==> src/design/ddpi_pkg.sv <==
`timescale 1ns / 1ps

package ddpi_pkg;

	// Default sizes handed to the top level parameters.
	localparam int NUM_ROBOTS_DEF  = 8;
	localparam int QUEUE_DEPTH_DEF = 2;

	// Configuration port geometry.
	localparam int CFG_IDX_W  = 3;
	localparam int CFG_DATA_W = 23;

	// Register indexes of the configuration port.
	typedef enum logic [CFG_IDX_W-1:0] {
		CFG_PROP_GAIN        = 3'd0,
		CFG_INTEGRAL_GAIN    = 3'd1,
		CFG_INV_WHEEL_RADIUS = 3'd2,
		CFG_AXLE_LENGTH      = 3'd3,
		CFG_INTEGRAL_LIMIT   = 3'd4,
		CFG_TORQUE_LIMIT     = 3'd5
	} cfg_idx_t;

	// Values the registers take at reset.
	localparam logic [15:0] PROP_GAIN_RST        = 16'd10240;
	localparam logic [15:0] INTEGRAL_GAIN_RST    = 16'd2048;
	localparam logic [15:0] INV_WHEEL_RADIUS_RST = 16'd40960;
	localparam logic [15:0] AXLE_LENGTH_RST      = 16'd819;
	localparam logic [22:0] INTEGRAL_LIMIT_RST   = 23'd256000;
	localparam logic [22:0] TORQUE_LIMIT_RST     = 23'd2560;

	// Live configuration as seen by the datapath.
	typedef struct packed {
		logic [15:0] prop_gain;
		logic [15:0] integral_gain;
		logic [15:0] inv_wheel_radius;
		logic [15:0] axle_length;
		logic [22:0] integral_limit;
		logic [22:0] torque_limit;
	} cfg_t;

	// One controller step request.
	typedef struct packed {
		logic [2:0]         robot_index;
		logic signed [15:0] vel_x;
		logic signed [15:0] vel_y;
		logic signed [15:0] heading_cos;
		logic signed [15:0] heading_sin;
		logic signed [15:0] yaw_rate;
		logic signed [15:0] target_speed;
		logic signed [15:0] target_turn;
	} item_t;

	// Classified request as it waits in the queue.
	typedef struct packed {
		logic  in_range;
		item_t item;
	} cmd_t;

	// One controller step result.
	typedef struct packed {
		logic signed [23:0] left_torque;
		logic signed [23:0] right_torque;
		logic signed [23:0] left_force_x;
		logic signed [23:0] left_force_y;
		logic signed [23:0] right_force_x;
		logic signed [23:0] right_force_y;
	} result_t;

endpackage

==> src/design/ddpi_if.sv <==
`timescale 1ns / 1ps

// Request channel.
interface ddpi_item_if ();
	logic             valid;
	logic             ready;
	ddpi_pkg::item_t  payload;

	modport source (output valid, output payload, input ready);
	modport sink (input valid, input payload, output ready);
endinterface

// Classified request channel between front end and back end.
interface ddpi_cmd_if ();
	logic            valid;
	logic            ready;
	ddpi_pkg::cmd_t  payload;

	modport source (output valid, output payload, input ready);
	modport sink (input valid, input payload, output ready);
endinterface


==> src/design/ddpi_front.sv <==
`timescale 1ns / 1ps

module ddpi_front #(
	parameter int NUM_ROBOTS = ddpi_pkg::NUM_ROBOTS_DEF
) (
	input  logic           clk,
	input  logic           arst_n,
	ddpi_item_if.sink      item,
	ddpi_cmd_if.source     cmd
);

	logic            vld_q;
	ddpi_pkg::cmd_t  cmd_q;
	logic            in_range;

	// A robot index beyond the integrator store gets no state.
	assign in_range = int'(item.payload.robot_index) < NUM_ROBOTS;

	// The stage takes a new transaction whenever it is empty or being drained.
	assign item.ready  = !vld_q || cmd.ready;
	assign cmd.valid   = vld_q;
	assign cmd.payload = cmd_q;

	always_ff @(posedge clk or negedge arst_n) begin
		if (!arst_n) begin
			vld_q <= 1'b0;
		end else if (item.ready) begin
			vld_q <= item.valid;
		end
	end

	// Request payload with its classification.
	always_ff @(posedge clk) begin
		if (item.valid && item.ready) begin
			cmd_q.in_range <= in_range;
			cmd_q.item     <= item.payload;
		end
	end

endmodule

==> src/flat_wrapper.sv <==
// flat-port wrapper written by rule: the top's interface ports become plain ports
module ddpi_front_flat 
#(
	parameter int NUM_ROBOTS = ddpi_pkg::NUM_ROBOTS_DEF
)
  (clk, arst_n, item_valid, item_payload, item_ready, cmd_valid, cmd_payload, cmd_ready);
  ddpi_item_if item_i ();
  ddpi_cmd_if cmd_i ();
  input  logic clk;
  input  logic arst_n;
  input wire logic [$bits(item_i.valid)-1:0] item_valid;
  input wire logic [$bits(item_i.payload)-1:0] item_payload;
  output wire logic [$bits(item_i.ready)-1:0] item_ready;
  output wire logic [$bits(cmd_i.valid)-1:0] cmd_valid;
  output wire logic [$bits(cmd_i.payload)-1:0] cmd_payload;
  input wire logic [$bits(cmd_i.ready)-1:0] cmd_ready;
  assign item_i.valid = item_valid;
  assign item_i.payload = item_payload;
  assign item_ready = item_i.ready;
  assign cmd_valid = cmd_i.valid;
  assign cmd_payload = cmd_i.payload;
  assign cmd_i.ready = cmd_ready;
  ddpi_front #(.NUM_ROBOTS(NUM_ROBOTS)) u_core (.clk(clk), .arst_n(arst_n), .item(item_i), .cmd(cmd_i));
endmodule
==> config.mk <==
export PLATFORM = sky130hd
export DESIGN_NAME = ddpi_front_flat
export DESIGN_NICKNAME = d
export VERILOG_FILES = /design/src/design/ddpi_pkg.sv /design/src/design/ddpi_if.sv /design/src/design/ddpi_front.sv /design/src/flat_wrapper.sv
export SDC_FILE = /design/constraint.sdc
export NUM_CORES = 1
export LEC_CHECK = 0
export ABC_AREA = 1
export BUFFER_PORTS_ARGS = -buffer_cell sky130_fd_sc_hd__buf_2
export CORE_UTILIZATION = 37
export DETAILED_ROUTE_END_ITERATION = 10
export MAX_ROUTING_LAYER = met4
export PLACE_DENSITY = 0.83
export SKIP_LAST_GASP = 1
export SYNTH_ARGS = -nofsm -noshare
export SYNTH_HDL_FRONTEND = slang
export SYNTH_SLANG_ARGS = --single-unit
==> constraint.sdc <==
create_clock -name clk -period 6.1 [get_ports clk]
set_input_delay 0.305 -clock clk [delete_from_list [all_inputs] [get_ports clk]]
set_output_delay 0.305 -clock clk [all_outputs]
set_load 0.005 [all_outputs]
==> results.py, run 1 <==
metrics = {
    "clock_tree": {
        "cts_buffers": 17,
        "clock_path_buffers": 2,
        "post_cts_buffers": 0,
        "clockRootBuffer": "clkbuf_8",
        "hold_buffers": 101,
        "cts_resized": 0,
        "cts.sinks": 116,
        "h-tree-depth": 4,
    },
    "synthesis": {
        "yosysSeqAreaShare": 0.991,
        "syn_area_per_cell_um2": 28.5,
        "yosys.area_share.simple": 0.00214,
        "synthMuxAreaShare": 0,
        "synth-compound-area-share": 0.00143,
        "syn-num-nets": 242,
        "synthDistinctLibCells": 7,
        "yosys_warnings": 0,
        "synth_area_um2": 3510,
        "synth_cells": 123,
        "ys_ff_latch": 116,
        "synth_adder_area_share": 0,
        "synthXorXnorAreaFrac": 0,
        "synth_top_family_by_area": "buffers and inverters",
    },
    "placed_design": {
        "placed_area_um2": 4840,
        "io_buffers": 235,
        "hpwl_um": 5260,
        "place_congestion": 0.754,
    },
    "floorplan": {
        "die_y_um": 99.4,
        "rows": 35,
        "start_util": 0.382,
        "die_x_um": 99.4,
        "ios": 237,
    },
    "run_status": {
        "failed_stage": "clock tree synthesis (4_1_cts)",
        "error": "[ERROR RSZ-0060] Max buffer count reached.",
        "status": "did not finish",
    },
}
[per-stage QoR]
step                      utilization  hold WS (ns)  setup WS, ns  std cells
after floorplan                     -       0.00941          1.95        123
after global placement          0.527        0.0819          4.57        470
after detailed placement        0.527        0.0824          4.51        470
[cells by family after synthesis]
logic type / after synthesis
AO/OA/AOI/OAI: 1
AND/OR/NAND/NOR: 2
flip-flops: 116
buffers and inverters: 3
other: 1
[synthesized netlist by cell type (all sizes together)]
cell type / n / share of area
edfxtp: 115 / 0.98
nand2: 2 / 0.0021
conb: 1 / 0.0011
inv: 2 / 0.0021
a21oi: 1 / 0.0014
dfrtp: 1 / 0.0071
buf: 1 / 0.0021
==> run 2, diff against run 1 <==
--- a/config.mk
+++ b/config.mk
@@ -7,10 +7,9 @@
 export LEC_CHECK = 0
 export ABC_AREA = 1
 export BUFFER_PORTS_ARGS = -buffer_cell sky130_fd_sc_hd__buf_2
-export CORE_UTILIZATION = 37
+export CORE_UTILIZATION = 30
 export DETAILED_ROUTE_END_ITERATION = 10
-export MAX_ROUTING_LAYER = met4
-export PLACE_DENSITY = 0.83
+export PLACE_DENSITY_LB_ADDON = 0.15
 export SKIP_LAST_GASP = 1
 export SYNTH_ARGS = -nofsm -noshare
 export SYNTH_HDL_FRONTEND = slang
==> constraint.sdc (replaced) <==
create_clock -name clk -period 7.95 [get_ports clk]
set_input_delay 0.3975 -clock clk [delete_from_list [all_inputs] [get_ports clk]]
set_output_delay 0.3975 -clock clk [all_outputs]
set_load 0.005 [all_outputs]
==> results.py, run 2 <==
metrics = {
    "detailed_routing": {
        "drc_errors": 0,
        "drt-initial-drc-count": 82,
        "wl_per_cell_um": 15.1,
        "via_per_inst": 4.06,
        "ant_nets": 0,
        "routed_wl_um": 8100,
        "firstDrtPassIters": 4,
        "vias": 2174,
    },
    "worst_setup_path": {
        "crit_buf_inv": 1,
        "crit_required_ns": 7.97,
        "path_class": "reg -> reg",
        "crit_family": "buffers and inverters",
        "arrival_ns": 1.80,
        "worst_setup_path_end_kind": "flop",
        "path_cells": "a21oi_4, buf_4",
        "worstSetupStartpointType": "flop",
        "crit_fanout": 78,
        "critical_path.max_stage_delay_ns": 0.73,
        "crit_slowest_cell": "buf_4",
    },
    "flow_run": {
        "maxCapViolCount": 0,
    },
    "timing": {
        "report.final.slew_viol_count": 0,
        "fmax_mhz": 562,
        "finalSetupViolations": 0,
        "period_share": 0.224,
        "worst_pin_slew_ns": 0.985,
        "rsz0062_at_grt": "false",
        "slew_headroom": 0.343,
        "period_needed_ns": 1.78,
        "fin_ws_ns": 6.17,
        "fin_skew_ns": 0.00571,
        "hold_violations": 0,
        "final.setup.tns_ns": 0,
    },
    "placed_design": {
        "place_congestion": 0.721,
        "post-place-ws_ns": 6.07,
        "hpwl_um": 5960,
        "io_buffers": 235,
    },
    "synthesis": {
        "yosysSeqAreaShare": 0.991,
        "synth_cells": 123,
        "synth_top_area_frac": 0.984,
        "synth_edf_count": 115,
        "synth-async-reset-ratio": 0.00862,
        "syn_area_per_cell_um2": 28.5,
        "synth_area_um2": 3510,
        "yosys_warnings": 0,
        "synthDistinctLibCells": 7,
        "synth.most_common_cell": "edfxtp_1",
        "synth_area_leaders": "edfxtp_1 (98%), dfrtp_1 (0.71%), buf_4 (0.21%), inv_1 (0.21%), nand2_1 (0.21%)",
        "synth_common_cells": "edfxtp_1 (115), inv_1 (2), nand2_1 (2)",
        "synth_top_cell_by_area": "edfxtp_1",
        "syn-num-nets": 242,
        "ys.flop_type": "edfxtp_1",
        "ys_ff_latch": 116,
    },
    "floorplan": {
        "rows": 39,
        "core_um2": 11400,
        "die_y_um": 110,
        "die_area_um2": 12100,
        "ios": 237,
        "start_util": 0.307,
        "die_x_um": 110,
    },
    "hold_path": {
        "hold_path_class": "in -> reg",
    },
    "final_layout": {
        "largest_reg_flops": 115,
        "area_growth_pct": 56.1,
        "antenna_cells": 0,
        "fin_nets": 498,
        "layout_common_cells": "buf_2 (235), edfxtp_1 (115), clkbuf_16 (17)",
        "drive_gt1_frac": 0.673,
        "fillers": 1023,
        "layout_commonest_cell": "buf_2",
    },
    "grt": {
        "grt_antenna_before_repair": 0,
        "grt_pass1_vias": 2140,
        "grt_max_degree": 79,
        "overflow": 0,
        "grt_pass1_wl_um": 10500,
        "track_usage": 0.128,
    },
    "clock_tree": {
        "tritoncts": "built",
        "clock_path_buffers": 2,
        "cts_buffers": 17,
        "post_cts_buffers": 0,
        "clk_latency_ns": 0.41,
        "cts.sinks": 116,
        "clockRootBuffer": "clkbuf_16",
        "cts.clk_slew.worst_paths_ns": 0.05,
        "h-tree-depth": 4,
    },
    "power_and_ir_drop": {
        "leakage_nw": 2.35,
        "p_per_area_nw_per_um2": 282,
        "vdd_drop_max_uv": 164,
    },
    "run_status": {
        "status": "finished, final reports clean",
    },
}
run 2: cell counts after synthesis:
Identical to the previous run, type by type.
run 2: final cells by class:
| cell class | count | area (µm²) | area share |
|---|---|---|---|
| repair buffers | 238 | 1200 | 0.219 |
| flip-flops and latches | 116 | 3480 | 0.635 |
| clock inverters | 4 | 70.1 | 0.0128 |
| inverters | 2 | 7.51 | 0.00137 |
| multi-input cells | 4 | 27.5 | 0.00502 |
| clock buffers | 28 | 517 | 0.0943 |
| well taps | 143 | 179 | 0.0326 |
run 2: worst paths after layout:
| path | to | slack, ns | startpoint | depth (start not counted) |
|---|---|---|---|---|
| setup / recovery | u_core.cmd.payload[58] | 6.17 | u_core.cmd.valid | 2 |
| max in group asynchronous | u_core.cmd.valid | 7.56 | arst_n | 2 |
| hold reg to reg | u_core.cmd.valid | 0.59 | u_core.cmd.valid | 2 |
| setup reg to reg | u_core.cmd.payload[58] | 6.17 | u_core.cmd.valid | 2 |
| hold / removal | u_core.cmd.payload[102] | 0.16 | item_payload[102] | 1 |
| min in group asynchronous | u_core.cmd.valid | 0.30 | arst_n | 2 |
run 2: per-layer routing:
metal / routed length (µm) / global-route usage / part of all wire / vias up
met4: 240 / 0.0968 / 0.030 / 0
li1: - / - / - / 1006
met5: 0 / 0 / 0 / -
met2: 3990 / 0.204 / 0.49 / 152
met3: 1080 / 0.0723 / 0.13 / 22
met1: 2790 / 0.122 / 0.34 / 994
run 2: what timing repair did:
action / CTS / global route
hold buffers: 1 / 0
hold endpoints to repair: 1 / 0
resized for setup: 0 / 0
run 2: logic make-up after synthesis:
family | after synthesis | share of synthesized area
and+or+nand+nor | 2 | 0.00214
DFF | 116 | 0.991
other | 1 | 0.00107
buffers and inverters | 3 | 0.00428
AOI/OAI and AO/OA | 1 | 0.00142
run 2: through the flow:
step                      instance area [µm²]  instances   util  power (mW)  hold WS [ns]
after floorplan                          3510        123      -       0.759         0.102
after global placement                   4880        502  0.428       0.816         0.182
after detailed placement                 4880        502  0.428       0.819         0.184
after CTS                                5480        535  0.480        1.57         0.134
after global routing                     5480        535  0.480        1.60         0.144
final                                    5480        535  0.480        1.54         0.164
run 2: power by group:
group | switching [mW] | leakage (nW) | internal [mW]
combinational | 0.0406 | 0.960 | 0.0414
sequential | 0.00792 | 1.11 | 0.715
clock | 0.237 | 0.289 | 0.501
total | 0.285 | 2.35 | 1.26
Note: power is estimated with default switching activity, not from simulation.
==> run 3, diff against run 2 <==
==> constraint.sdc (replaced) <==
create_clock -name clk -period 1.79 [get_ports clk]
set_input_delay 0.0895 -clock clk [delete_from_list [all_inputs] [get_ports clk]]
set_output_delay 0.0895 -clock clk [all_outputs]
set_load 0.005 [all_outputs]
==> results.py, run 3 <==
metrics = {
    "run_status": {
        "status": "did not finish",
        "failed_stage": "clock tree synthesis (4_1_cts)",
        "error": "[ERROR RSZ-0060] Max buffer count reached.",
    },
    "synthesis": {
        "yosysSeqAreaShare": 0.991,
        "syn-num-nets": 242,
        "synth.most_common_cell": "edfxtp_1",
        "synthDistinctLibCells": 7,
        "synth_cells": 123,
        "synth_common_cells": "edfxtp_1 (115), inv_1 (2), nand2_1 (2)",
        "yosys_warnings": 0,
        "synth_area_um2": 3510,
        "synth-async-reset-ratio": 0.00862,
        "ys_ff_latch": 116,
        "synth_edf_count": 115,
        "synth_top_area_frac": 0.984,
        "synth_top_cell_by_area": "edfxtp_1",
        "syn_area_per_cell_um2": 28.5,
        "ys.flop_type": "edfxtp_1",
        "synth_area_leaders": "edfxtp_1 (98%), dfrtp_1 (0.71%), buf_4 (0.21%), inv_1 (0.21%), nand2_1 (0.21%)",
    },
    "clock_tree": {
        "post_cts_buffers": 0,
        "clock_path_buffers": 2,
        "cts.sinks": 116,
        "h-tree-depth": 4,
        "cts_buffers": 17,
        "clockRootBuffer": "clkbuf_16",
        "cts_resized": 0,
        "hold_buffers": 108,
    },
    "floorplan": {
        "ios": 237,
        "rows": 39,
        "die_x_um": 110,
        "start_util": 0.307,
        "die_y_um": 110,
    },
    "placed_design": {
        "hpwl_um": 5780,
        "io_buffers": 235,
        "place_congestion": 0.655,
        "placed_area_um2": 4910,
    },
}
==> run 3: cell counts after synthesis <==
No cell type changed its count.
==> run 3: kinds of logic after synthesis <==
logic type	synth area share
AOI/OAI and AO/OA	0.00142
other	0.00107
buffers and inverters	0.00428
and+or+nand+nor	0.00214
DFF	0.991
==> run 3: metrics by stage <==
| stage | setup slack (ns) | std cells | TNS [ns] |
|---|---|---|---|
| global placement | 0.414 | 502 | 0 |
| floorplan | -0.981 | 123 | -112.77 |
| detailed placement | 0.393 | 502 | 0 |
