$ cat src/design/ddpi_pkg.sv
`timescale 1ns / 1ps

package ddpi_pkg;

	// Default sizes handed to the top level parameters.
	localparam int NUM_ROBOTS_DEF  = 8;
	localparam int QUEUE_DEPTH_DEF = 2;

	// Configuration port geometry.
	localparam int CFG_IDX_W  = 3;
	localparam int CFG_DATA_W = 23;

	// Register indexes of the configuration port.
	typedef enum logic [CFG_IDX_W-1:0] {
		CFG_PROP_GAIN        = 3'd0,
		CFG_INTEGRAL_GAIN    = 3'd1,
		CFG_INV_WHEEL_RADIUS = 3'd2,
		CFG_AXLE_LENGTH      = 3'd3,
		CFG_INTEGRAL_LIMIT   = 3'd4,
		CFG_TORQUE_LIMIT     = 3'd5
	} cfg_idx_t;

	// Values the registers take at reset.
	localparam logic [15:0] PROP_GAIN_RST        = 16'd10240;
	localparam logic [15:0] INTEGRAL_GAIN_RST    = 16'd2048;
	localparam logic [15:0] INV_WHEEL_RADIUS_RST = 16'd40960;
	localparam logic [15:0] AXLE_LENGTH_RST      = 16'd819;
	localparam logic [22:0] INTEGRAL_LIMIT_RST   = 23'd256000;
	localparam logic [22:0] TORQUE_LIMIT_RST     = 23'd2560;

	// Live configuration as seen by the datapath.
	typedef struct packed {
		logic [15:0] prop_gain;
		logic [15:0] integral_gain;
		logic [15:0] inv_wheel_radius;
		logic [15:0] axle_length;
		logic [22:0] integral_limit;
		logic [22:0] torque_limit;
	} cfg_t;

	// One controller step request.
	typedef struct packed {
		logic [2:0]         robot_index;
		logic signed [15:0] vel_x;
		logic signed [15:0] vel_y;
		logic signed [15:0] heading_cos;
		logic signed [15:0] heading_sin;
		logic signed [15:0] yaw_rate;
		logic signed [15:0] target_speed;
		logic signed [15:0] target_turn;
	} item_t;

	// Classified request as it waits in the queue.
	typedef struct packed {
		logic  in_range;
		item_t item;
	} cmd_t;

	// One controller step result.
	typedef struct packed {
		logic signed [23:0] left_torque;
		logic signed [23:0] right_torque;
		logic signed [23:0] left_force_x;
		logic signed [23:0] left_force_y;
		logic signed [23:0] right_force_x;
		logic signed [23:0] right_force_y;
	} result_t;

endpackage

$ cat src/design/ddpi_if.sv


// Classified request channel between front end and back end.
interface ddpi_cmd_if ();
	logic            valid;
	logic            ready;
	ddpi_pkg::cmd_t  payload;

	modport source (output valid, output payload, input ready);
	modport sink (input valid, input payload, output ready);
endinterface


$ cat src/design/ddpi_fifo.sv
`timescale 1ns / 1ps

module ddpi_fifo #(
	parameter int DEPTH = ddpi_pkg::QUEUE_DEPTH_DEF
) (
	input  logic        clk,
	input  logic        arst_n,
	ddpi_cmd_if.sink    wr,
	ddpi_cmd_if.source  rd
);

	localparam int PTR_W = (DEPTH > 1) ? $clog2(DEPTH) : 1;
	localparam int CNT_W = $clog2(DEPTH + 1);

	ddpi_pkg::cmd_t    mem_q [DEPTH];
	logic [PTR_W-1:0]  wr_ptr_q;
	logic [PTR_W-1:0]  rd_ptr_q;
	logic [CNT_W-1:0]  cnt_q;
	logic              push;
	logic              pop;

	assign wr.ready   = cnt_q != CNT_W'(DEPTH);
	assign rd.valid   = cnt_q != '0;
	assign rd.payload = mem_q[rd_ptr_q];
	assign push       = wr.valid && wr.ready;
	assign pop        = rd.valid && rd.ready;

	// Pointers and fill count.
	always_ff @(posedge clk or negedge arst_n) begin
		if (!arst_n) begin
			wr_ptr_q <= '0;
			rd_ptr_q <= '0;
			cnt_q    <= '0;
		end else begin
			if (push) begin
				wr_ptr_q <= (wr_ptr_q == PTR_W'(DEPTH - 1)) ? '0 : wr_ptr_q + 1'b1;
			end
			if (pop) begin
				rd_ptr_q <= (rd_ptr_q == PTR_W'(DEPTH - 1)) ? '0 : rd_ptr_q + 1'b1;
			end
			if (push && !pop) begin
				cnt_q <= cnt_q + 1'b1;
			end else if (pop && !push) begin
				cnt_q <= cnt_q - 1'b1;
			end
		end
	end

	// Entry storage.
	always_ff @(posedge clk) begin
		if (push) begin
			mem_q[wr_ptr_q] <= wr.payload;
		end
	end

endmodule

$ cat src/flat_wrapper.sv
// flat-port wrapper written by rule: the top's interface ports become plain ports
module ddpi_fifo_flat 
#(
	parameter int DEPTH = ddpi_pkg::QUEUE_DEPTH_DEF
)
  (clk, arst_n, wr_valid, wr_payload, wr_ready, rd_valid, rd_payload, rd_ready);
  ddpi_cmd_if wr_i ();
  ddpi_cmd_if rd_i ();
  input  logic clk;
  input  logic arst_n;
  input wire logic [$bits(wr_i.valid)-1:0] wr_valid;
  input wire logic [$bits(wr_i.payload)-1:0] wr_payload;
  output wire logic [$bits(wr_i.ready)-1:0] wr_ready;
  output wire logic [$bits(rd_i.valid)-1:0] rd_valid;
  output wire logic [$bits(rd_i.payload)-1:0] rd_payload;
  input wire logic [$bits(rd_i.ready)-1:0] rd_ready;
  assign wr_i.valid = wr_valid;
  assign wr_i.payload = wr_payload;
  assign wr_ready = wr_i.ready;
  assign rd_valid = rd_i.valid;
  assign rd_payload = rd_i.payload;
  assign rd_i.ready = rd_ready;
  ddpi_fifo #(.DEPTH(DEPTH)) u_core (.clk(clk), .arst_n(arst_n), .wr(wr_i), .rd(rd_i));
endmodule
$ cat config.mk
export PLATFORM = sky130hd
export DESIGN_NAME = ddpi_fifo_flat
export DESIGN_NICKNAME = d
export VERILOG_FILES = /design/src/design/ddpi_pkg.sv /design/src/design/ddpi_if.sv /design/src/design/ddpi_fifo.sv /design/src/flat_wrapper.sv
export SDC_FILE = /design/constraint.sdc
export NUM_CORES = 1
export LEC_CHECK = 0
export ABC_AREA = 1
export ABC_CLOCK_PERIOD_IN_PS = 6100
export BUFFER_PORTS_ARGS = -buffer_cell sky130_fd_sc_hd__buf_2
export CORE_MARGIN = 4
export CORE_UTILIZATION = 45
export DETAILED_ROUTE_END_ITERATION = 8
export PLACE_DENSITY = 0.79
export SLEW_MARGIN = 40
export SYNTH_ARGS = -nofsm -noshare
export SYNTH_HDL_FRONTEND = slang
export SYNTH_SLANG_ARGS = --single-unit
$ cat constraint.sdc
create_clock -name clk -period 6.1 [get_ports clk]
set_input_delay 1.22 -clock clk [delete_from_list [all_inputs] [get_ports clk]]
set_output_delay 1.22 -clock clk [all_outputs]
set_load 0.02 [all_outputs]
# Word-level counts from Yosys, hierarchy flattened

Memories as Yosys holds them, arrays and structs flattened.
Index checks and enable logic that the tools add are counted.

Equality and inequality tests: 1
Add/subtract/negate cells: 4
Reductions and logical operators: 8
Muxes and demuxes: 6

Operator list:

| kind                                                                | count |
|---|---|
| 1-bit logical AND                                                   | 4 |
| 1-bit 2-to-1 mux                                                    | 4 |
| 2-bit 2-to-1 mux                                                    | 2 |
| 2-bit nonzero test                                                  | 2 |
| 1-bit adder (second input constant)                                 | 2 |
| 2-bit by 1-bit adder with 2-bit output (second input constant)      | 1 |
| 1-bit logical NOT                                                   | 2 |
| 2-bit != test (second input constant)                               | 1 |
| 2-bit by 1-bit subtractor with 2-bit output (second input constant) | 1 |

Memories: 1
Input port bits: 120
Word-level logic and storage cells: 23
Memory bits (writable): 232
Output and inout port bits: 118
Bits in registers: 4

Memory list:

| memory       | words | width | read ports | clocked after memory_dff | wr ports | line            | source |
|---|---|---|---|---|---|---|---|
| u_core.mem_q | 2     | 116   | 1          | 0                        | 1        | ddpi_fifo.sv:15 | `ddpi_pkg::cmd_t mem_q [DEPTH];` |

# Logic depth before layout (Yosys ltp)

Gate-level depths: netlist of run 1.

Depth in word-level cells: 6
Mapped depth: 10
Gate-level depth less buffers: 10

# Least setup slack after synthesis of run 1

No wires, ideal clock.

Path type: input to register
From: input wr_valid
To: memory u_core.mem_q[0][0] (netlist bit) (enable)
Path slack: -652 ps
Arrival time: 6159 ps
Stages: 2
Required time: 5507 ps
Cell sequence: nand2_1 nor2_1

Cells in the longest elaborated chain, start to end: 3

Ends and longest elaborated chain:

| item                                   | line               | source |
|---|---|---|
| start, declared                        | flat_wrapper.sv:11 | `input wire logic [$bits(wr_i.valid)-1:0] wr_valid;` |
| 1-bit logical AND                      | ddpi_fifo.sv:25    | `assign push = wr.valid && wr.ready;` |
| 1-bit 2-to-1 mux                       | ddpi_fifo.sv:51    | `if (push) begin` |
| 1-bit 2-to-1 mux (implied by the code) | ddpi_fifo.sv:52    | `mem_q[wr_ptr_q] <= wr.payload;` |
| end, declared                          | ddpi_fifo.sv:15    |  |

Every way passes these cells.

# Worst setup path in the final report of run 1

From: register u_core.rd_ptr_q
To: output rd_payload[71]

Cells in the longest elaborated chain, start to end: 1

Ends and longest elaborated chain:

| item                   | line               | source |
|---|---|---|
| start, declared        | ddpi_fifo.sv:17    | `logic [PTR_W-1:0] rd_ptr_q;` |
| start signal, assigned | ddpi_fifo.sv:39    | `rd_ptr_q <= (rd_ptr_q == PTR_W'(DEPTH - 1)) ? '0 : rd_ptr_q + 1'b1;` |
| memory 2 x 116 bit     | --                 |  |
| end, declared          | flat_wrapper.sv:15 | `output wire logic [$bits(rd_i.payload)-1:0] rd_payload;` |

Every way passes these cells.

==> impl_results.md, run 1 <==
- Yosys reg bits: 236
- DP Wirelength: 11400 µm
- Routability Congestion: 0.760
- Starting DRT DRC Count: just under 300
- Site Rows: 50
- Synth unique cells: 14
- Relative slew slack: about 50%
- Total die area: 21500 µm²
- Highest-delay cell along the critical path: dfrtp_4
- Pleak: 0.00469 µW
- Worst Setup Start Kind: register
- DRC: 0
- Total CTS buffers: 25
- Critical Path Max Stage Delay: roughly 0.73 ns
- Min-delay worst type: register to register
- Net count after synthesis: ~760
- Postcts setup bufs: 0
- Clk pin slew, worst setup/hold paths: 0.05 ns
- Die W: approximately 150 µm
- Minimum clock period: between 4 and 5 ns
- Initial antenna violation count: 0
- Placed Cells: 1110
- Most used cell, CP: nand2_1
- # clock sinks: between 200 and 250
- Final #Nets: roughly 1000
- Finished Layout Cells: between 1k and 1.5k
- Fillers: 1474
- Setup TNS: 0 ns
- Clk_lat worst skew: 0.51 ns
- GRT Total Usage: between 10% and 20%
- Via count: 5405
- CORE AREA: 18800 µm²
- Congestion Overflow GR: 0
- Overall routed net length: 18200 µm
- Crit Path Category: register to output pin
- DR pass1 iterations: 5
- First-pass GRT wire length: 28500 µm
- Clock Tree Buf Depth: 3
- Sequential area share after synthesis: 81.7%
- Reg2Reg Setup Slack: around 3.9 ns
- Count of input and output buffers: 237
- Tcrit/Tclk final: 66.3%
- Syn Std Cell Area: ~8700 µm²
- Synth-to-layout area growth: 25.7%
- Cells after Synth: 634
- Post-placement cell area: 10100 µm²
- Setup violators final: 0
- Post-Layout Inst Area: roughly 11000 µm²
- Vias in the first global route: 5636
- Syn_area_per_cell: 13.7 µm²
- YS warnings: 0
- Outcome: completed
- Crit. End Element: output pin
- Final hold vios: 0
- Worst-margin pin slew: 0.753 ns
- Largest net degree at the start of global routing: ~110
- Critical-path maximum fanout: 70
- IO Pins: between 200 and 250
- Critical Path AT: 2.82 ns
- Buf/Inv on CP: 3
- Req. time, crit path: between 4 and 5 ns
- H-tree levels: 1
- Critical path, cell by cell: inv_4 -> buf_4 -> nand2_1 -> nand2_1 -> buf_2
- Layout cells sized above 1: 31.4%
- Root buf cell: clkbuf_16
- VDD IR max: between 300 and 400 µV
- CP top delay family: buffers and inverters
- Chip height: 147 µm
- CTS tree: done
- Final ANT Viol Nets: 0
- Initial core utilization: between 40% and 50%
- DR WL/cell: 15.8 µm
- Post-cts hold buffer count: 0
- FMAX: 247 MHz
- RSZ-0062 raised after global routing: no
- Slew Viols, Final: 0
- CTS resizes: 0
- Skew final: 0.00810 ns
- Cell area power density: 526 nW/µm²
- Vias/cell: 4.68
- Max Cap Viol: 0
## final cells by class
cell class	count	area, µm²	area share [%]
sequential	236	7070	65.0
multi-input combinational	366	1410	13.0
timing repair buffer	241	1240	11.4
clock buffer	30	644	5.92
tap	260	325	2.99
clock inverter	15	158	1.45
inverter	7	28.8	0.264
antenna	1	2.50	0.0230
## registers in the layout (all words and copies together) (netlist names)
signal and count:
u_core.rd_ptr_q 1, u_core.mem_q 232, u_core.cnt_q 2, u_core.wr_ptr_q 1
## per-stage QoR
stage	hold WS, ns	utilization, %	total power, µW	setup slack [ns]
5_1_grt	0.494	57.8	6060	1.76
3_3_place_gp	0.478	53.5	4280	2.45
4_1_cts	0.488	57.8	5810	1.88
3_5_place_dp	0.492	53.5	4330	2.44
6_report	0.500	57.8	5720	2.06
2_1_floorplan	0.462	-	3700	-0.652
## cells by family after synthesis
kind of cell | synth area share [%]
flops | 81.7
xor+xnor | 0.202
fa+ha+maj | 0.145
buf+inv | 2.20
simple gates | 15.8
## synthesized netlist by cell type
cell,count,area [µm²]
nand2_1,358,1340
edfxtp_1,232,6970
buf_2,18,90.1
inv_1,6,22.5
buf_6,5,56.3
dfrtp_1,4,100
buf_4,2,15.0
nand3_1,2,10.0
nor2_1,2,7.51
ha_1,1,12.5
inv_4,1,6.26
nand4_1,1,6.26
xnor2_1,1,8.76
xor2_1,1,8.76
## power breakdown
group          internal, µW  total (µW)  leakage [µW]  switching [µW]
Combinational           521        1890       0.00209            1370
Sequential             2220        2360       0.00221             146
Clock                   881        1470      0.000393             584
Total                  3620        5720       0.00469            2100
## cell usage in the layout, fill, tap and decap left out, drive strengths merged
master      n
nand2     358
nor2        2
diode       1
xnor2       1
nand4       1
inv         8
bufinv      3
clkbuf     30
edfxtp    232
clkinvlp    1
nand3       2
dfrtp       4
buf       241
xor2        1
ha          1
clkinv     10
## metal layers
layer	GRT usage, %	share of wire (%)
met3	5.46	8.6
met2	28.9	50
met4	4.84	2.9
met5	0	0
met1	19.4	39
## worst paths after layout
path,from,end,depth (start not counted)
setup / recovery,u_core.rd_ptr_q,rd_payload[71],5
hold / removal,u_core.cnt_q[0],u_core.cnt_q[0],1
setup reg to reg,u_core.rd_ptr_q,u_core.rd_ptr_q,4
hold reg to reg,u_core.cnt_q[0],u_core.cnt_q[0],1
max in group asynchronous,arst_n,u_core.rd_ptr_q,1
min in group asynchronous,arst_n,u_core.cnt_q[1],1
(Power assumes the default switching activity.)
==> run 2: changes to the inputs <==
- ABC_AREA: 1 -> 0
- ABC_CLOCK_PERIOD_IN_PS: 6100 -> 3500
- clock period: 6.1 -> 3.5 ns (I/O delays scaled with it)
==> run 2 against run 1 <==
Compared with the run above:
- register-to-register slack lost 2.4 ns
- clock power grew 81%
- via count shrank 18%
- critical path type unchanged
==> impl_results.md, run 2 <==
- Post-synth EDFFs: 232 (unchanged)
- Commonest cells after routing, fill and taps aside: buf_2, edfxtp_1, mux2_2 (was nand2_1, buf_2, edfxtp_1)
- Buf/Inv on CP: 2 (was 3)
- YS warnings: 0 (unchanged)
- Top cells by area in the synthesized netlist: edfxtp_1, mux2_2, mux2_4 (was edfxtp_1, nand2_1, dfrtp_1)
- DR WL/cell: 17.8 µm (was 15.8 µm)
- Clk pin slew, worst setup/hold paths: 0.06 ns (was 0.05 ns)
- Clk_lat worst skew: 0.50 ns (was 0.51 ns)
- Highest-delay cell along the critical path: dfrtp_4 (unchanged)
- Switching Share: 31.1% (was 36.7%)
- Relative slew slack: 51.8% (was 49.8%)
- Top reg by flops: u_core.mem_q (unchanged)
- Synth area leader: edfxtp_1 (unchanged)
- Total die area: 21600 µm² (was 21500 µm²)
- Async S/R FF share, synth: 1.69% (unchanged)
- RR Startpoint: u_core.cnt_q[0] (was u_core.rd_ptr_q)
- Net Sw Power: 3080 µW (was 2100 µW)
- Layout cells sized above 1: 60.9% (was 31.4%)
- Largest net degree at the start of global routing: 65 (was 105)
- Total CTS buffers: 24 (was 25)
- Minimum clock period: 2.94 ns
- DP Wirelength: 11100 µm (was 11400 µm)
- VDD IR max: 649 µV (was 374 µV)
- R2R depth: 3 (was 4)
- Setup TNS: 0 ns (unchanged)
- Req. time, crit path: 2.80 ns (was 4.88 ns)
- Count of input and output buffers: 237 (unchanged)
- Critical path, cell by cell: buf_4 -> mux2_2 -> buf_2 (was inv_4 -> buf_4 -> nand2_1 -> nand2_1 -> buf_2)
- Crit Path Category: register to output pin (unchanged)
- Vias/cell: 4.82 (was 4.68)
- Site Rows: 50 (unchanged)
- DRC: 0 (unchanged)
- Placed Cells: 870 (was 1110)
- Top Registers: u_core.mem_q (232), u_core.cnt_q (2) (unchanged)
- Initial antenna violation count: 2 (was 0)
- Critical path launch point: u_core.rd_ptr_q (unchanged)
- Worst-margin pin slew: 0.724 ns (was 0.753 ns)
- R2R Path End: u_core.mem_q[1][16] (was u_core.rd_ptr_q)
- Min-delay worst type: primary input to register (was register to register)
- DRT met1 WL: 5950 µm (was 7100 µm)
- RSZ-0062 raised after global routing: no (unchanged)
- Max Cap Viol: 0 (unchanged)
- Comb pwr share: 31.7% (was 33.1%)
- Commonest non-fill, non-tap cell in the layout: buf_2 (was nand2_1)
- Met2 routed WL: 8330 µm (was 9030 µm)
- First-pass GRT wire length: 25300 µm (was 28500 µm)
- CTS tree: done (unchanged)
- CTS resizes: 0 (unchanged)
- Syn_area_per_cell: 22.9 µm² (was 13.7 µm²)
- Post-placement cell area: 10200 µm² (was 10100 µm²)
- Post-Layout Inst Area: 11100 µm² (was 10900 µm²)
- Sequential area share after synthesis: 81.5% (was 81.7%)
- Net count after synthesis: 500 (was 755)
- Hold Path Depth: 1 (unchanged)
- Area fraction of the dominant cell type after synthesis: 80.3% (was 80.5%)
- Outcome: completed (unchanged)
- Yosys reg bits: 236 (unchanged)
- Congestion Overflow GR: 0 (unchanged)
- Clock Tree Buf Depth: 3 (unchanged)
- Root buf cell: clkbuf_16 (unchanged)
- Critical Path Max Stage Delay: 0.78 ns (was 0.73 ns)
- Vias in the first global route: 4826 (was 5636)
- # clock sinks: 236 (unchanged)
- Hold path start: wr_payload[34] (was u_core.cnt_q[0])
- Final hold vios: 0 (unchanged)
- Worst Setup Start Kind: register (unchanged)
- CORE AREA: 18800 µm² (unchanged)
- Syn Std Cell Area: 8680 µm² (was 8650 µm²)
- Critical Path AT: 2.24 ns (was 2.82 ns)
- Die W: 147 µm (about the same)
- FMAX: 340 MHz
- Finished Layout Cells: 915 (was 1156)
- H-tree levels: 1 (unchanged)
- GRT Total Usage: 14.6% (was 16.5%)
- Via count: 4412 (was 5405)
- IO Pins: 238 (unchanged)
- Pleak: 0.00422 µW (was 0.00469 µW)
- DR top layer: met5 (was met4)
- Postcts setup bufs: 0 (unchanged)
- Pint: 6830 µW (was 3620 µW)
- Routability Congestion: 0.729 (was 0.760)
- Synth-to-layout area growth: 27.4% (was 25.7%)
- Chip height: 147 µm (about the same)
- Critical-path maximum fanout: 38 (was 70)
- Met3 routed WL: 1460 µm (was 1560 µm)
- Overall Power: 9910 µW (was 5720 µW)
- Tcrit/Tclk final: between 80 and 90%
- Cells after Synth: 379 (was 634)
- CP top delay family: flip-flops (was buffers and inverters)
- Initial core utilization: 46.1% (was 46.0%)
- Overall routed net length: 16300 µm (was 18200 µm)
- DR pass1 iterations: 4 (was 5)
- Crit. End Element: output pin (unchanged)
- Final #Nets: 758 (was 998)
- Setup violators final: 0 (unchanged)
- Starting DRT DRC Count: 123 (was 291)
- Seq pwr share: 41.5% (was 41.3%)
- Largest register FFs: 232 (unchanged)
- Reg2Reg Setup Slack: 1.45 ns (was 3.88 ns)
- Post-cts hold buffer count: 1 (was 0)
- Cell area power density: 897 nW/µm² (was 526 nW/µm²)
- Most frequent cell after synthesis: edfxtp_1 (was nand2_1)
- Slew Viols, Final: 0 (unchanged)
- Most common library cells after synthesis: edfxtp_1, mux2_2, mux2_4 (was nand2_1, edfxtp_1, buf_2)
- Synth unique cells: 15 (was 14)
- Part of the power in the clock network: 26.8% (was 25.6%)
- Hold Crit Endpoint: u_core.mem_q[1][34] (was u_core.cnt_q[0])
- Ant. Diodes: 0 (was 1)
- Synth Flop Type: edfxtp_1 (unchanged)
- Skew final: 0.0121 ns (was 0.00810 ns)
- Final ANT Viol Nets: 0 (unchanged)
==> run 2: cell types whose count changed after synthesis <==
| cell | before | now |
|---|---|---|
| and3_1 | 0 | 1 |
| buf_2 | 18 | 8 |
| buf_4 | 2 | 0 |
| inv_1 | 6 | 1 |
| inv_4 | 1 | 0 |
| mux2_2 | 0 | 86 |
| mux2_4 | 0 | 30 |
| nand2_1 | 358 | 2 |
| nand2b_1 | 0 | 1 |
| nand3_1 | 2 | 0 |
| nand4_1 | 1 | 0 |
| or2_2 | 0 | 1 |
| xnor2_1 | 1 | 3 |
| xor2_1 | 1 | 2 |
==> run 2: how the worst max path moves through the flow <==
stage | to | slack, ns | cells past startpoint
global route | rd_payload[41] | 0.44 | 3
global placement | rd_payload[7] | 1.14 | 3
detailed placement | rd_payload[37] | 1.07 | 3
finish | rd_payload[41] | 0.56 | 3
CTS | rd_payload[41] | 0.51 | 3
floorplan | u_core.mem_q[0][0] | 0.53 | 3
==> run 2: per-stage QoR <==
| stage | hold WS, ns | setup slack, ns | util (%) |
|---|---|---|---|
| 2_1_floorplan | 0.404 | 0.528 | - |
| 3_3_place_gp | 0.471 | 1.14 | 54.2 |
| 3_5_place_dp | 0.508 | 1.07 | 54.2 |
| 4_1_cts | 0.355 | 0.513 | 58.7 |
| 5_1_grt | 0.354 | 0.439 | 58.7 |
| 6_report | 0.378 | 0.560 | 58.7 |
==> run 2: area by class of cell <==
type,count,area (µm²)
fillers,1405,7780
flip-flops and latches,236,7070
multi-input cells,129,1520
repair buffers,245,1290
clock buffers,26,629
well taps,260,325
clock inverters,18,213
inverters,1,3.75
==> run 2: logic make-up (layout without fill, tap and decap cells) <==
family                     count (synthesis)  in the layout  share of synthesized area (%)
xor gates and xnor gates                   5              5                          0.505
adders and majority gates                  1              1                          0.144
DFF                                      236            236                           81.5
muxes                                    116            116                           16.4
buffers and inverters                     14            290                           1.15
and+or+nand+nor                            7              7                          0.390
==> run 2: power groups by stage <==
stage | Combinational (µW) | Sequential [µW] | Clock [µW]
4_1_cts | 3210 | 4120 | 2730
5_1_grt | 3350 | 4170 | 2850
6_report | 3150 | 4110 | 2660
3_5_place_dp | 3190 | 4180 | 0
3_3_place_gp | 3140 | 4130 | 0
2_1_floorplan | 2320 | 4050 | 0
==> run 2: per-layer routing <==
metal  global-route usage, %  vias up
met4                    4.42        4
met1                    16.7     2153
li1                        -     2028
met5                       0        -
met3                    5.55       47
met2                    25.4      180
